File: src/design/iouta_pkg.sv
// Shared types and constants of the IoU track association block.
package iouta_pkg;

   // Field widths fixed by the item format
   localparam int SCORE_BITS = 8;
   localparam int LEN_BITS   = 9;
   localparam int CNT_BITS   = 32;

   // Pair overlap limit is IoU > 1/OVERLAP_DEN
   localparam logic [6:0] OVERLAP_DEN = 7'd100;

   // Start value of the wait-state counter while the IoU pipeline fills; the wait ends when it reaches zero
   localparam logic [1:0] IOU_WAIT_CYCLES = 2'd2;

   // Request codes
   localparam logic CMD_DETECT = 1'b0;
   localparam logic CMD_FRAME  = 1'b1;

   // Register map
   localparam int CSR_IDX_BITS = 3;
   localparam logic [CSR_IDX_BITS-1:0] REG_SCORE_LOW  = 3'd0;
   localparam logic [CSR_IDX_BITS-1:0] REG_SCORE_HIGH = 3'd1;
   localparam logic [CSR_IDX_BITS-1:0] REG_IOU_MIN    = 3'd2;
   localparam logic [CSR_IDX_BITS-1:0] REG_MIN_LENGTH = 3'd3;
   localparam logic [CSR_IDX_BITS-1:0] REG_MAX_LENGTH = 3'd4;

   // Register reset values
   localparam logic [SCORE_BITS-1:0] RST_SCORE_LOW  = 8'd0;
   localparam logic [SCORE_BITS-1:0] RST_SCORE_HIGH = 8'd128;
   localparam logic [SCORE_BITS-1:0] RST_IOU_MIN    = 8'd128;
   localparam logic [SCORE_BITS-1:0] RST_MIN_LENGTH = 8'd2;
   localparam logic [SCORE_BITS-1:0] RST_MAX_LENGTH = 8'd255;

   // Source of a track table write
   typedef enum logic [1:0] {
      WR_MATCH,   // track extended by its matched detection
      WR_COPY,    // survivor moved down during compaction
      WR_NEW      // detection opens a new track
   } wr_sel_type;

   // Commands from the controller to the datapath
   typedef struct packed {
      logic       det_wr;      // buffer the request detection
      logic       det_rd;      // read detection buffer at det_addr
      logic       det_rd_best; // read detection buffer at best match
      logic       trk_rd;      // read track table
      logic       trk_wr;      // write track table
      wr_sel_type wr_sel;
      logic       ld_a;        // box A <= track read data
      logic       ld_b_trk;    // box B <= track read data
      logic       ld_b_det;    // box B <= detection read data
      logic       best_clr;
      logic       best_take;
      logic       used_set;
      logic       used_clr;
      logic       emit_a;
      logic       emit_b;
      logic       flush;       // send held result as last of frame
      logic       active_set;
      logic       active_inc;
      logic       frame_done;
   } cmd_type;

   // Status from the datapath to the controller
   typedef struct packed {
      logic ge;          // candidate IoU >= best IoU
      logic ovl;         // pair overlap above limit
      logic keep;        // best IoU >= iou_min
      logic best_valid;
      logic det_ok;      // detection in B qualifies and is unused
      logic a_report;    // track A passes normal report test
      logic b_report;
      logic a_hi;        // track A best score >= score_high
      logic a_over;      // track A longer than max_length
   } stat_type;

endpackage

File: src/design/iouta_ctrl.sv
// Frame sequencer: walks the four passes and drives datapath commands.
module iouta_ctrl #(
   parameter int MAX_TRACKS     = 32,
   parameter int MAX_DETECTIONS = 64
) (
   input  logic                                   clock,
   input  logic                                   reset,
   input  logic                                   start,
   input  logic                                   req_cmd,
   output logic                                   busy,
   input  iouta_pkg::stat_type                    stat,
   input  logic [$clog2(MAX_TRACKS+1)-1:0]        active_cnt,
   input  logic [$clog2(MAX_DETECTIONS+1)-1:0]    buffered_cnt,
   output iouta_pkg::cmd_type                     cmd,
   output logic [$clog2(MAX_TRACKS)-1:0]          trk_rd_addr,
   output logic [$clog2(MAX_TRACKS)-1:0]          trk_wr_addr,
   output logic [$clog2(MAX_DETECTIONS)-1:0]      det_addr,
   output logic [$clog2(MAX_TRACKS+1)-1:0]        new_active
);

   localparam int TW = $clog2(MAX_TRACKS+1);
   localparam int TI = $clog2(MAX_TRACKS);
   localparam int DW = $clog2(MAX_DETECTIONS+1);
   localparam int DI = $clog2(MAX_DETECTIONS);

   typedef enum logic [4:0] {
      IDLE,
      WAIT,
      P1_T, P1_TA, P1_D, P1_DB, P1_EV, P1_DEC, P1_MB, P1_MW,
      P2_T, P2_TA, P2_J, P2_JB, P2_EV, P2_EB,
      P3_T, P3_TA, P3_EV,
      CP_T, CP_TA, CP_W,
      P4_D, P4_DB, P4_EV,
      FIN
   } state_type;

   state_type               state_ff, ret_ff;
   logic [1:0]              wait_ff;
   logic [TW-1:0]           t_ff, j_ff, k_ff;
   logic [DW-1:0]           d_ff;
   logic [MAX_TRACKS-1:0]   gone_ff;
   logic                    accept_frame;

   assign busy         = (state_ff != IDLE);
   assign accept_frame = start && (state_ff == IDLE) && (req_cmd == iouta_pkg::CMD_FRAME);
   assign new_active   = k_ff;
   assign det_addr     = d_ff[DI-1:0];

   // Command decode
   always_comb begin
      cmd         = '0;
      cmd.wr_sel  = iouta_pkg::WR_COPY;
      trk_rd_addr = t_ff[TI-1:0];
      trk_wr_addr = t_ff[TI-1:0];
      case (state_ff)
         IDLE: begin
            cmd.det_wr   = start && (req_cmd == iouta_pkg::CMD_DETECT);
            cmd.used_clr = accept_frame;
         end
         P1_T: begin
            cmd.trk_rd   = (t_ff < active_cnt);
            cmd.best_clr = 1'b1;
         end
         P1_TA: cmd.ld_a = 1'b1;
         P1_D: cmd.det_rd = (d_ff < buffered_cnt);
         P1_DB: cmd.ld_b_det = 1'b1;
         P1_EV: cmd.best_take = stat.det_ok && stat.ge;
         P1_DEC: begin
            cmd.det_rd_best = stat.best_valid && stat.keep;
            cmd.emit_a      = !(stat.best_valid && stat.keep) && stat.a_report;
         end
         P1_MB: cmd.ld_b_det = 1'b1;
         P1_MW: begin
            cmd.trk_wr   = 1'b1;
            cmd.wr_sel   = iouta_pkg::WR_MATCH;
            cmd.used_set = 1'b1;
         end
         P2_T: cmd.trk_rd = (t_ff < active_cnt) && !gone_ff[t_ff[TI-1:0]];
         P2_TA: cmd.ld_a = 1'b1;
         P2_J: begin
            trk_rd_addr = j_ff[TI-1:0];
            cmd.trk_rd  = (j_ff < active_cnt) && !gone_ff[j_ff[TI-1:0]];
         end
         P2_JB: cmd.ld_b_trk = 1'b1;
         P2_EV: cmd.emit_a = stat.ovl && stat.a_report;
         P2_EB: cmd.emit_b = stat.b_report;
         P3_T: cmd.trk_rd = (t_ff < active_cnt) && !gone_ff[t_ff[TI-1:0]];
         P3_TA: cmd.ld_a = 1'b1;
         P3_EV: cmd.emit_a = stat.a_over && stat.a_hi;
         CP_T: begin
            cmd.trk_rd     = (t_ff < active_cnt) && !gone_ff[t_ff[TI-1:0]];
            cmd.active_set = !(t_ff < active_cnt);
         end
         CP_TA: cmd.ld_a = 1'b1;
         CP_W: begin
            cmd.trk_wr  = 1'b1;
            trk_wr_addr = k_ff[TI-1:0];
         end
         P4_D: cmd.det_rd = (d_ff < buffered_cnt);
         P4_DB: cmd.ld_b_det = 1'b1;
         P4_EV: begin
            trk_wr_addr    = active_cnt[TI-1:0];
            cmd.trk_wr     = stat.det_ok && (active_cnt < TW'(MAX_TRACKS));
            cmd.wr_sel     = iouta_pkg::WR_NEW;
            cmd.active_inc = cmd.trk_wr;
         end
         FIN: begin
            cmd.flush      = 1'b1;
            cmd.frame_done = 1'b1;
         end
         default: ;
      endcase
   end

   // State, loop counters and finished-track flags
   always_ff @(posedge clock) begin
      if (reset) begin
         state_ff <= IDLE;
         ret_ff   <= IDLE;
         wait_ff  <= '0;
         t_ff     <= '0;
         j_ff     <= '0;
         k_ff     <= '0;
         d_ff     <= '0;
         gone_ff  <= '0;
      end else begin
         case (state_ff)
            IDLE: begin
               if (accept_frame) begin
                  gone_ff  <= '0;
                  t_ff     <= '0;
                  state_ff <= P1_T;
               end
            end
            WAIT: begin
               if (wait_ff == 2'd0) state_ff <= ret_ff;
               else wait_ff <= wait_ff - 2'd1;
            end
            // pass 1: association
            P1_T: begin
               d_ff <= '0;
               if (t_ff < active_cnt) state_ff <= P1_TA;
               else begin
                  t_ff     <= '0;
                  state_ff <= P2_T;
               end
            end
            P1_TA: state_ff <= P1_D;
            P1_D: state_ff <= (d_ff < buffered_cnt) ? P1_DB : P1_DEC;
            P1_DB: begin
               wait_ff  <= iouta_pkg::IOU_WAIT_CYCLES;
               ret_ff   <= P1_EV;
               state_ff <= WAIT;
            end
            P1_EV: begin
               d_ff     <= d_ff + DW'(1);
               state_ff <= P1_D;
            end
            P1_DEC: begin
               if (stat.best_valid && stat.keep) state_ff <= P1_MB;
               else begin
                  gone_ff[t_ff[TI-1:0]] <= 1'b1;
                  t_ff     <= t_ff + TW'(1);
                  state_ff <= P1_T;
               end
            end
            P1_MB: state_ff <= P1_MW;
            P1_MW: begin
               t_ff     <= t_ff + TW'(1);
               state_ff <= P1_T;
            end
            // pass 2: overlapping pairs
            P2_T: begin
               j_ff <= t_ff + TW'(1);
               if (!(t_ff < active_cnt)) begin
                  t_ff     <= '0;
                  state_ff <= P3_T;
               end else if (gone_ff[t_ff[TI-1:0]]) t_ff <= t_ff + TW'(1);
               else state_ff <= P2_TA;
            end
            P2_TA: state_ff <= P2_J;
            P2_J: begin
               if (!(j_ff < active_cnt)) begin
                  t_ff     <= t_ff + TW'(1);
                  state_ff <= P2_T;
               end else if (gone_ff[j_ff[TI-1:0]]) j_ff <= j_ff + TW'(1);
               else state_ff <= P2_JB;
            end
            P2_JB: begin
               wait_ff  <= iouta_pkg::IOU_WAIT_CYCLES;
               ret_ff   <= P2_EV;
               state_ff <= WAIT;
            end
            P2_EV: begin
               if (stat.ovl) begin
                  // both tracks of the pair finish
                  gone_ff  <= gone_ff | (MAX_TRACKS'(1) << t_ff[TI-1:0])
                                      | (MAX_TRACKS'(1) << j_ff[TI-1:0]);
                  state_ff <= P2_EB;
               end else begin
                  j_ff     <= j_ff + TW'(1);
                  state_ff <= P2_J;
               end
            end
            P2_EB: begin
               t_ff     <= t_ff + TW'(1);
               state_ff <= P2_T;
            end
            // pass 3: over-length
            P3_T: begin
               if (!(t_ff < active_cnt)) begin
                  t_ff     <= '0;
                  k_ff     <= '0;
                  state_ff <= CP_T;
               end else if (gone_ff[t_ff[TI-1:0]]) t_ff <= t_ff + TW'(1);
               else state_ff <= P3_TA;
            end
            P3_TA: state_ff <= P3_EV;
            P3_EV: begin
               if (stat.a_over) gone_ff[t_ff[TI-1:0]] <= 1'b1;
               t_ff     <= t_ff + TW'(1);
               state_ff <= P3_T;
            end
            // compaction of survivors
            CP_T: begin
               if (!(t_ff < active_cnt)) begin
                  d_ff     <= '0;
                  state_ff <= P4_D;
               end else if (gone_ff[t_ff[TI-1:0]]) t_ff <= t_ff + TW'(1);
               else state_ff <= CP_TA;
            end
            CP_TA: state_ff <= CP_W;
            CP_W: begin
               k_ff     <= k_ff + TW'(1);
               t_ff     <= t_ff + TW'(1);
               state_ff <= CP_T;
            end
            // pass 4: open new tracks
            P4_D: state_ff <= (d_ff < buffered_cnt) ? P4_DB : FIN;
            P4_DB: state_ff <= P4_EV;
            P4_EV: begin
               d_ff     <= d_ff + DW'(1);
               state_ff <= P4_D;
            end
            FIN: state_ff <= IDLE;
            default: state_ff <= IDLE;
         endcase
      end
   end

endmodule

File: config.mk
export PLATFORM = sky130hd
export DESIGN_NAME = iouta_ctrl
export DESIGN_NICKNAME = d
export VERILOG_FILES = /design/src/design/iouta_pkg.sv /design/src/design/iouta_ctrl.sv
export SDC_FILE = /design/constraint.sdc
export NUM_CORES = 1
export LEC_CHECK = 0
export BUFFER_PORTS_ARGS = -buffer_cell sky130_fd_sc_hd__buf_4
export CAP_MARGIN = 20
export CORE_MARGIN = 2
export CORE_UTILIZATION = 40
export DETAILED_ROUTE_END_ITERATION = 12
export GPL_TIMING_DRIVEN = 0
export PLACE_DENSITY = 0.59
export SLEW_MARGIN = 0
export SYNTH_ARGS = -nofsm -noshare
export SYNTH_HDL_FRONTEND = slang
export SYNTH_SLANG_ARGS = --single-unit
File: constraint.sdc
create_clock -name clock -period 2.96 [get_ports clock]
set_input_delay 0.296 -clock clock [delete_from_list [all_inputs] [get_ports clock]]
set_output_delay 0.296 -clock clock [all_outputs]
set_load 0.02 [all_outputs]
==> qor.yml <==
grt_pass1_wl_microns: 30000
hold_path.class: "input pin to flop"
cts.path.max_buffers: 2
worst_pin_slew_ns: 0.713
power.density_nw_per_um2: 610
synthArstFlopShare_pct: 0
antenna_cells: 0
insertion_delay_ns: 0.34
die_y_microns: 118
p_int_mw: 2.25
grt_usage_pct: 27.5
ant_nets: 0
io_pins: 69
dp_hpwl_microns: 15100
synth_area_leaders: "dfxtp_1 25%, ha_1 7.4%, nor2_1 7.2%"
crit_path_end_kind: "output pin"
numCtsBuffers: 9
max_freq_ghz: 0.345
final_common_cell: "nor2_1"
critPathKind: "flop to output pin"
critical_path.max_fanout: 10
drive_gt1_share_pct: 18.7
fin_crit_ns: 2.90
io_buffers: 67
post-route-period-util_pct: 97.9
core_area_sq_um: 12700
rrSetupSlack_ns: 0.19
fin_util_pct: 49.7
p_comb_share_pct: 45.1
finClkSkew_ns: 0.00695
clkPwrFrac_pct: 29.2
cts_root_buf: "clkbuf_16"
setup_viol: 0
die_area_sq_um: 14000
grt_antenna_before_repair: 0
area_growth_pct: 20.5
finalHoldViolCount: 0
total_power_mw: 3.86
drc: 0
syn_avg_cell_area_sq_um: 7.54
slew_headroom_pct: 52.5
cp_data_required_time_ns: 2.66
synth_top_cell_by_area: "dfxtp_1"
htree_num_levels: 3
syn_nets: 752
wire_per_inst_microns: 20.4
fp-row-count: 41
status: "complete, no violations"
synth_warnings: 0
rsz0062_at_grt: "yes"
synth_ff_type: "dfxtp_1"
synth-seq-area-share_pct: 25.2
synthesis.area_sq_um: 5240
wirelength_microns: 19300
final-max-slew-violation-count: 0
cp.arrival_ns: 2.60
p_sw_mw: 1.61
power_leakage_nw: 2.52
layout.nets: 830
tritoncts: "yes"
grt_start_max_net_pins: 11
drt_iter0_drc: 521
dr.pass1.iters: 5
final_cell_mix: "99 x nor2_1, 74 x buf_4, 72 x nand2_1"
start_util_pct: 41.2
clk_pin_slew_ns: 0.06
synthesis.instances: 695
ir_drop_uv: 414
netSwitchingFraction_pct: 41.7
drv_cap: 0
place_congestion: 0.970
grt_overflow_total: 0
cts_setup_buffers: 0
synth_edf_count: 0
power_frac_seq_pct: 25.7
tns_ns: 0
cts_sinks: 66
vias: 5656
critPathLaunchType: "flop"
vias_per_cell: 5.96
yosys.area.top_type_share_pct: 25.2
grt_pass1_vias: 5317
num-fill-cells: 1328
ys_types: 68
die_w_microns: 118
synth_seq_cells: 66
-- what timing repair did --
item,in CTS,in global routing
setup endpoints to repair,1,21
hold buffers,0,0
gates resized for setup,3,18
gates cloned,0,0
-- cells by family (layout without fill, tap and decap cells) --
kind of cell / after synthesis / count (layout) / synth area share, %
AND/OR/NAND/NOR: 278 / 278 / 24.4
buffers and inverters: 77 / 159 / 6.73
multiplexers: 32 / 32 / 9.53
AO/OA/AOI/OAI: 196 / 196 / 24.3
XOR/XNOR: 15 / 15 / 2.51
flip-flops: 66 / 66 / 25.2
adder cells (fa/ha/maj): 31 / 31 / 7.40
-- power by group through the flow --
stage / combinational, mW / sequential [mW] / clock [mW]
6_report: 1.74 / 0.991 / 1.13
5_1_grt: 1.84 / 0.994 / 1.19
4_1_cts: 1.66 / 0.987 / 1.15
3_5_place_dp: 1.65 / 1.01 / 0
3_3_place_gp: 1.65 / 1.01 / 0
2_1_floorplan: 1.13 / 0.985 / 0
-- metrics by stage --
stage               hold WS [ns]  instances  setup slack [ns]  cell area (sq um)
floorplan                  0.440        695             0.540               5240
global placement           0.459        934             0.112               5960
detailed placement         0.472        934            0.0424               5960
CTS                        0.429        949           0.00105               6260
global route               0.477        949           -0.0280               6320
finish                     0.447        949            0.0636               6320
-- metal layers --
layer | up-vias | wire length, microns | GRT usage [%]
li1 | 2673 | - | -
met1 | 2707 | 8850 | 37.6
met2 | 230 | 8690 | 43.1
met3 | 46 | 1220 | 5.12
met4 | 0 | 568 | 10.3
met5 | - | 0 | 0
-- layout make-up --
| class | count | area (sq um) | area share (%) |
|---|---|---|---|
| Sequential cell | 66 | 1320 | 21.0 |
| Clock buffer | 12 | 236 | 3.74 |
| Tap cell | 172 | 215 | 3.41 |
| Buffer | 48 | 253 | 4.00 |
| Timing Repair Buffer | 67 | 503 | 7.96 |
| Clock inverter | 3 | 65.1 | 1.03 |
| Multi-Input combinational cell | 552 | 3610 | 57.1 |
| Inverter | 29 | 113 | 1.78 |
-- critical path, cell delays in order (launching register included) --
cell and delay [ns]:
dfxtp_1 0.40, buf_8 0.20, mux2_2 0.34, o2111ai_1 0.22, o41ai_1 0.12, nor3_1 0.19, and4_4 0.31, a21oi_1 0.08
o21ai_1 0.21, buf_4 0.18
-- cell usage after synthesis (7+ instances only) --
library cell  instances
a21o_1                8
a21oi_1              61
a221oi_1              8
a22oi_1               8
buf_4                 7
clkbuf_1             28
dfxtp_1              66
ha_1                 31
inv_1                26
mux2_2                8
mux2i_1              12
mux4_2                7
nand2_1              72
nand2b_1              9
nand3_1              24
nor2_1              101
nor2b_1              10
nor3_1               21
o21ai_0              34
o22ai_1              27
or2_2                 8
or3_1                 8
xnor2_1               8
xor2_1                7
-- flip-flops by register name, summed over array words and instances, names as in the netlist --
register,count
gone_ff,32
d_ff,7
j_ff,6
new_active,6
t_ff,6
state_ff,5
ret_ff,2
wait_ff,2
-- path summary, 6_finish.rpt --
check / start / endpoint / depth (start not counted)
max: t_ff[0] / cmd[16] / 9
min: start / state_ff[2] / 5
max reg2reg: j_ff[2] / j_ff[2] / 10
min reg2reg: gone_ff[25] / gone_ff[25] / 2
No activity file was read; power rests on OpenSTA's default activity.
